==> src/slfs_pkg.sv <==
`timescale 1ns / 1ps
// ----------------------------------------------------------------------------
// slfs_pkg
// Shared types and constants for the sync/length frame slicer.
// ----------------------------------------------------------------------------
package slfs_pkg;

   localparam int unsigned ByteWidth      = 8;
   localparam int unsigned CsrIndexWidth  = 8;
   localparam int unsigned PosWidth       = 9;
   localparam int unsigned TotalWidth     = 10;
   localparam int unsigned UserWidth      = 3;
   localparam int unsigned FifoDepth      = 4;
   localparam int unsigned FifoPtrWidth   = $clog2(FifoDepth);
   localparam int unsigned FifoCntWidth   = $clog2(FifoDepth + 1);

   localparam int unsigned DefHeaderBytes = 10;
   localparam int unsigned DefCheckBytes  = 2;

   localparam logic [ByteWidth-1:0] SyncReset    = 8'h56;
   localparam logic [ByteWidth-1:0] VersionReset = 8'h02;

   localparam logic [CsrIndexWidth-1:0] CsrSyncValue    = 8'd0;
   localparam logic [CsrIndexWidth-1:0] CsrVersionValue = 8'd1;

   localparam logic [PosWidth-1:0] PosLength = 9'd2;

   typedef enum logic [1:0] {
      PH_HUNT  = 2'd0,
      PH_SYNC  = 2'd1,
      PH_FRAME = 2'd2
   } phase_type;

   typedef struct packed {
      logic [ByteWidth-1:0] out_byte;
      logic                 is_unknown;
      logic                 frame_start;
      logic                 frame_end;
      logic                 step_last;
   } result_type;

endpackage

==> src/sync_length_frame_slicer_unit.sv <==
`timescale 1ns / 1ps
// ----------------------------------------------------------------------------
// sync_length_frame_slicer_unit
// Slices sync/version/length framed packets out of a byte stream.
// ----------------------------------------------------------------------------
// Results of an accepted item are written to the result queue and read out on rsp.
// Throughput: one item per cycle; an item yields 0, 1 or 2 results, drained one per
// cycle while rsp_tready is high through a 4-entry result queue (req_tready while >= 2 free).
// Reset: synchronous, active high; hunting phase, queue empty, registers
// back to sync 0x56 and version 0x02.
module sync_length_frame_slicer_unit #(
   parameter int unsigned HEADER_BYTES = slfs_pkg::DefHeaderBytes,
   parameter int unsigned CHECK_BYTES  = slfs_pkg::DefCheckBytes
) (
   input  logic                                clock,
   input  logic                                reset,
   input  logic                                req_tvalid,
   output logic                                req_tready,
   input  logic [slfs_pkg::ByteWidth-1:0]      req_tdata,   // in_byte
   output logic                                rsp_tvalid,
   input  logic                                rsp_tready,
   output logic [slfs_pkg::ByteWidth-1:0]      rsp_tdata,   // out_byte
   output logic [slfs_pkg::UserWidth-1:0]      rsp_tuser,   // is_unknown, frame_start, step_last
   output logic                                rsp_tlast,   // frame_end
   input  logic                                csr_valid,
   output logic                                csr_ready,
   input  logic [slfs_pkg::CsrIndexWidth-1:0]  csr_index,
   input  logic [slfs_pkg::ByteWidth-1:0]      csr_data
);
   import slfs_pkg::*;

   localparam logic [TotalWidth-1:0] FixedBytes = TotalWidth'(HEADER_BYTES + CHECK_BYTES);

   logic [ByteWidth-1:0]    sync_ff, sync_in;
   logic [ByteWidth-1:0]    version_ff, version_in;
   phase_type               phase_ff, phase_in;
   logic [PosWidth-1:0]     pos_ff, pos_in;
   logic [ByteWidth-1:0]    len_ff, len_in;
   logic [ByteWidth-1:0]    held_ff, held_in;

   result_type              fifo_ff [FifoDepth];
   logic [FifoPtrWidth-1:0] wr_ptr_ff, rd_ptr_ff;
   logic [FifoCntWidth-1:0] cnt_ff;

   logic                    req_fire, rsp_fire;
   logic                    sync_hit, ver_hit;
   logic [ByteWidth-1:0]    len_cur;
   logic [TotalWidth-1:0]   total;
   logic                    end_hit;
   result_type              res0, res1;
   logic [1:0]              nres;

   assign req_tready = cnt_ff <= FifoCntWidth'(FifoDepth - 2);
   assign req_fire   = req_tvalid && req_tready;
   assign rsp_tvalid = cnt_ff != '0;
   assign rsp_fire   = rsp_tvalid && rsp_tready;
   assign csr_ready  = 1'b1;

   assign sync_hit = req_tdata == sync_ff;
   assign ver_hit  = req_tdata == version_ff;
   assign len_cur  = (pos_ff == PosLength) ? req_tdata : len_ff;
   assign total    = {{(TotalWidth-ByteWidth){1'b0}}, len_cur} + FixedBytes;
   assign end_hit  = (pos_ff >= PosLength) &&
                     (({1'b0, pos_ff} + TotalWidth'(1)) >= total);

   // configuration
   always_comb begin
      sync_in    = sync_ff;
      version_in = version_ff;
      if (csr_valid) begin
         if (csr_index == CsrSyncValue) begin
            sync_in = csr_data;
         end else if (csr_index == CsrVersionValue) begin
            version_in = csr_data;
         end
      end
   end

   // next state
   always_comb begin
      phase_in = phase_ff;
      pos_in   = pos_ff;
      len_in   = len_ff;
      held_in  = held_ff;
      if (req_fire) begin
         unique case (phase_ff)
            PH_FRAME: begin
               len_in = len_cur;
               if (end_hit) begin
                  phase_in = PH_HUNT;
                  pos_in   = '0;
               end else begin
                  pos_in = pos_ff + PosWidth'(1);
               end
            end
            PH_SYNC: begin
               if (ver_hit) begin
                  phase_in = PH_FRAME;
                  pos_in   = PosLength;
                  len_in   = '0;
               end else if (sync_hit) begin
                  phase_in = PH_SYNC;
                  held_in  = req_tdata;
               end else begin
                  phase_in = PH_HUNT;
               end
            end
            default: begin
               if (sync_hit) begin
                  phase_in = PH_SYNC;
                  held_in  = req_tdata;
               end else begin
                  phase_in = PH_HUNT;
               end
            end
         endcase
      end
   end

   // results of the current item
   always_comb begin
      res0 = '0;
      res1 = '0;
      nres = 2'd0;
      unique case (phase_ff)
         PH_FRAME: begin
            res0 = '{out_byte: req_tdata, is_unknown: 1'b0, frame_start: 1'b0,
                     frame_end: end_hit, step_last: 1'b1};
            nres = 2'd1;
         end
         PH_SYNC: begin
            if (ver_hit) begin
               res0 = '{out_byte: held_ff, is_unknown: 1'b0, frame_start: 1'b1,
                        frame_end: 1'b0, step_last: 1'b0};
               res1 = '{out_byte: req_tdata, is_unknown: 1'b0, frame_start: 1'b0,
                        frame_end: 1'b0, step_last: 1'b1};
               nres = 2'd2;
            end else if (sync_hit) begin
               res0 = '{out_byte: held_ff, is_unknown: 1'b1, frame_start: 1'b0,
                        frame_end: 1'b0, step_last: 1'b1};
               nres = 2'd1;
            end else begin
               res0 = '{out_byte: held_ff, is_unknown: 1'b1, frame_start: 1'b0,
                        frame_end: 1'b0, step_last: 1'b0};
               res1 = '{out_byte: req_tdata, is_unknown: 1'b1, frame_start: 1'b0,
                        frame_end: 1'b0, step_last: 1'b1};
               nres = 2'd2;
            end
         end
         default: begin
            if (!sync_hit) begin
               res0 = '{out_byte: req_tdata, is_unknown: 1'b1, frame_start: 1'b0,
                        frame_end: 1'b0, step_last: 1'b1};
               nres = 2'd1;
            end
         end
      endcase
   end

   always_ff @(posedge clock) begin
      if (reset) begin
         sync_ff    <= SyncReset;
         version_ff <= VersionReset;
         phase_ff   <= PH_HUNT;
         pos_ff     <= '0;
         len_ff     <= '0;
         held_ff    <= '0;
         wr_ptr_ff  <= '0;
         rd_ptr_ff  <= '0;
         cnt_ff     <= '0;
      end else begin
         sync_ff    <= sync_in;
         version_ff <= version_in;
         phase_ff   <= phase_in;
         pos_ff     <= pos_in;
         len_ff     <= len_in;
         held_ff    <= held_in;
         if (req_fire) begin
            wr_ptr_ff <= wr_ptr_ff + FifoPtrWidth'(nres);
         end
         if (rsp_fire) begin
            rd_ptr_ff <= rd_ptr_ff + FifoPtrWidth'(1);
         end
         cnt_ff <= cnt_ff + (req_fire ? FifoCntWidth'(nres) : FifoCntWidth'(0))
                          - (rsp_fire ? FifoCntWidth'(1) : FifoCntWidth'(0));
      end
   end

   // result queue payload
   always_ff @(posedge clock) begin
      if (req_fire && nres != 2'd0) begin
         fifo_ff[wr_ptr_ff] <= res0;
         if (nres == 2'd2) begin
            fifo_ff[wr_ptr_ff + FifoPtrWidth'(1)] <= res1;
         end
      end
   end

   assign rsp_tdata = fifo_ff[rd_ptr_ff].out_byte;
   assign rsp_tuser = {fifo_ff[rd_ptr_ff].step_last,
                       fifo_ff[rd_ptr_ff].frame_start,
                       fifo_ff[rd_ptr_ff].is_unknown};
   assign rsp_tlast = fifo_ff[rd_ptr_ff].frame_end;

endmodule

==> config.mk <==
export PLATFORM = sky130hd
export DESIGN_NAME = sync_length_frame_slicer_unit
export DESIGN_NICKNAME = d
export VERILOG_FILES = /design/src/slfs_pkg.sv /design/src/sync_length_frame_slicer_unit.sv
export SDC_FILE = /design/constraint.sdc
export NUM_CORES = 1
export LEC_CHECK = 0
export BUFFER_PORTS_ARGS = -buffer_cell sky130_fd_sc_hd__buf_2
export CAP_MARGIN = 20
export CORE_ASPECT_RATIO = 0.75
export CORE_UTILIZATION = 60
export DETAILED_ROUTE_END_ITERATION = 12
export PLACE_DENSITY_LB_ADDON = 0.15
export SYNTH_ARGS = -nofsm -noshare
export SYNTH_HDL_FRONTEND = slang
export SYNTH_SLANG_ARGS = --single-unit
==> constraint.sdc <==
create_clock -name clock -period 4.55 [get_ports clock]
set_input_delay 0.455 -clock clock [delete_from_list [all_inputs] [get_ports clock]]
set_output_delay 0.455 -clock clock [all_outputs]
set_load 0.01 [all_outputs]
==> impl_metrics.env <==
export IMPL_grt_use_total_pct=29.8
export IMPL_drv_cap=0
export IMPL_wirelength_mm=13.4
export IMPL_arrival_ns=3.99
export IMPL_insertion_delay_ns=0.36
export IMPL_grt_setup_unrepaired="false"
export IMPL_yosysWarnings=0
export IMPL_period_needed_ns=3.72
export IMPL_worstPathBufferInverterCount=2
export IMPL_r2r_start="pos_ff[0]"
export IMPL_leakage_nw=2.39
export IMPL_finalPower_mw=2.35
export IMPL_hp_start="csr_data[1]"
export IMPL_placed_cell_area_mm2=0.00576
export IMPL_powerDensity_mw_per_mm2=389
export IMPL_die_width_um=113
export IMPL_worstSetupStartpoint="pos_ff[0]"
export IMPL_nNetsFinal=595
export IMPL_drive_gt1_share_pct=17.8
export IMPL_cts_resized=0
export IMPL_synth_nets=571
export IMPL_timing_fmax_mhz=269
export IMPL_synth_area_per_cell_um2=10.6
export IMPL_route_detailed_drc=0
export IMPL_path_cells="inv_1, ha_1, nand4b_1, buf_4, mux2i_1, ha_1, nand2b_1, xnor2_1, ha_1, nand2_1, o21ai_0, a221oi_1, a21oi_1, nand2b_1, a21oi_1"
export IMPL_worstSetupPathType="register to register"
export IMPL_hp_class="input port to register"
export IMPL_synth_seq_area_share_pct=43.3
export IMPL_start_util_pct=61.7
export IMPL_synth_seq_cells=100
export IMPL_slew_headroom_pct=27.0
export IMPL_drtIter0Drc=421
export IMPL_tns_ns=0
export IMPL_synthArstFlopShare_pct=0
export IMPL_holdBufCountCts=0
export IMPL_synth_edf_count=40
export IMPL_period_share_pct=81.7
export IMPL_avgRoutedWirePerCell_um=20.1
export IMPL_grt_max_degree=56
export IMPL_cp_data_required_time_ns=4.82
export IMPL_grt_pass1_wl_mm=21.5
export IMPL_htreeDepth=3
export IMPL_core_mm2=0.00901
export IMPL_max_stage_delay_ns=0.48
export IMPL_dp_hpwl_mm=9.14
export IMPL_setup_viol=0
export IMPL_fp_dieH_um=85.3
export IMPL_netlist_instances=523
export IMPL_synth_flop_cell="dfxtp_1"
export IMPL_nFillCells=729
export IMPL_antenna_found_initial=0
export IMPL_hold_violations=0
export IMPL_clk_pin_slew_ns=0.07
export IMPL_viasPerCell=6.35
export IMPL_placedCellCount=648
export IMPL_ir_worst_vdd_mv=0.230
export IMPL_end_kind="register"
export IMPL_tightest_slew_ns=1.10
export IMPL_cts_tree="yes"
export IMPL_fin_cells=664
export IMPL_crit_top_cell="ha_1"
export IMPL_cts_setup_buffers=0
export IMPL_grt_overflow_total=0
export IMPL_outcome="completed"
export IMPL_synth_cell_area_mm2=0.00555
export IMPL_drt_first_pass_iters=5
export IMPL_fin_area_mm2=0.00605
export IMPL_clkSinkCount=100
export IMPL_yosysUniqueCellTypes=61
export IMPL_start_kind="register"
export IMPL_skew_ns=0.0112
export IMPL_syn_to_final_growth_pct=8.94
export IMPL_slowest_stage="a221oi_1"
export IMPL_dieArea_mm2=0.00965
export IMPL_gp_congestion=0.892
export IMPL_holdWs_ns=0.312
export IMPL_ios=44
export IMPL_place_ws_ns=0.908
export IMPL_cts_buffers_inserted=9
export IMPL_fin_util_pct=67.2
export IMPL_ant_nets=0
export IMPL_n_antenna_cell=0
export IMPL_cp_max_fo=20
export IMPL_rows=30
export IMPL_maxSlewViolCount=0
export IMPL_crit_family="compound AO/OA/AOI/OAI gates"
export IMPL_worst_slack_ns=0.833
export IMPL_vias=4219
export IMPL_cts_buffer_depth=2
export IMPL_io_buffers=42
export IMPL_grt_pass1_vias=4029
export IMPL_root_buffer="clkbuf_16"
[power by group]
group	switching [mW]	internal [mW]	total [mW]
combinational	0.292	0.221	0.513
clock	0.362	0.398	0.760
sequential	0.0668	1.01	1.08
[synth_stat cells (6+ instances only)]
cell	n	area, um2
dfxtp_1	60	1200
nor2_1	43	161
a22o_1	40	350
edfxtp_1	40	1200
nand2_1	39	146
mux2i_1	28	280
a21oi_1	25	125
ha_1	18	225
nand2b_1	18	113
xor2_1	18	158
nand3_1	15	75.1
clkbuf_1	14	52.6
o21ai_0	13	65.1
inv_1	12	45.0
mux4_2	12	270
xnor2_1	12	105
buf_1	7	26.3
nor4_1	7	43.8
and3_1	6	37.5
buf_2	6	30.0
buf_6	6	67.6
nor2b_1	6	37.5
o22ai_1	6	37.5
[cell type report]
| class | instances | area, um2 | area share (%) |
|---|---|---|---|
| clock buffers | 10 | 239 | 3.95 |
| clock inverters | 6 | 53.8 | 0.889 |
| inverters | 14 | 52.6 | 0.868 |
| multi-input cells | 373 | 2900 | 47.9 |
| flip-flops and latches | 100 | 2400 | 39.7 |
| well taps | 112 | 140 | 2.32 |
| repair buffers | 49 | 263 | 4.34 |
[path summary, 6_finish.rpt]
kind,slack (ns),to,cells after the start
max,0.83,pos_ff[4],15
min,0.31,sync_ff[1],2
max reg2reg,0.83,pos_ff[4],15
min reg2reg,0.48,fifo_ff[3][2],2
[cells in the final DEF, fill, tap and decap left out, types with 3 or more instances in the layout]
cell type / count
and2_1: 4
nor4b_1: 3
a2111oi_4: 3
clkbuf_16: 9
a21o_1: 3
nor4_1: 7
mux4_2: 12
xor2_1: 18
dfxtp_1: 60
a211o_1: 5
buf_2: 42
nand3_1: 15
mux2i_1: 28
ha_1: 18
nand2b_1: 18
xnor2_1: 12
inv_1: 12
buf_4: 7
a21oi_1: 25
nor2_1: 43
nand2_1: 39
o22ai_1: 6
edfxtp_1: 40
and3_1: 6
a22o_1: 40
o21ai_0: 13
nor3b_1: 3
nor2b_1: 6
o21bai_1: 5
[registers in the layout, summed over array words and instances (netlist names), named ones only]
name / count
pos_ff: 9
sync_ff: 8
rd_ptr_ff: 2
phase_ff: 2
fifo_ff: 48
cnt_ff: 3
held_ff: 8
version_ff: 8
len_ff: 8
wr_ptr_ff: 2
[cell families (layout without fill, tap and decap cells)]
group / Yosys count / in the layout / share of synthesized area, %
and+or+nand+nor: 162 / 162 / 15.5
muxes: 43 / 43 / 10.6
adders and majority gates: 19 / 19 / 4.42
AOI/OAI and AO/OA: 118 / 118 / 16.9
DFF: 100 / 100 / 43.3
xor gates and xnor gates: 30 / 30 / 4.73
buffers and inverters: 50 / 79 / 4.53
other: 1 / 1 / 0.0675
[layer usage]
| layer | vias to the layer above | wire length [um] | GRT usage, % |
|---|---|---|---|
| li1 | 1971 | - | - |
| met1 | 2019 | 6090 | 42.5 |
| met2 | 203 | 5770 | 44.0 |
| met3 | 26 | 1230 | 8.14 |
| met4 | 0 | 274 | 9.57 |
| met5 | - | 0 | 0 |
[worst reg2reg max path: stages, from the launching register on]
cell	delay (ns)
dfxtp_1	0.44
inv_1	0.11
ha_1	0.22
nand4b_1	0.11
buf_4	0.27
mux2i_1	0.36
ha_1	0.25
nand2b_1	0.15
xnor2_1	0.13
ha_1	0.25
nand2_1	0.08
o21ai_0	0.07
a221oi_1	0.48
a21oi_1	0.31
nand2b_1	0.25
a21oi_1	0.16
Note: power is estimated with default switching activity, not from simulation.
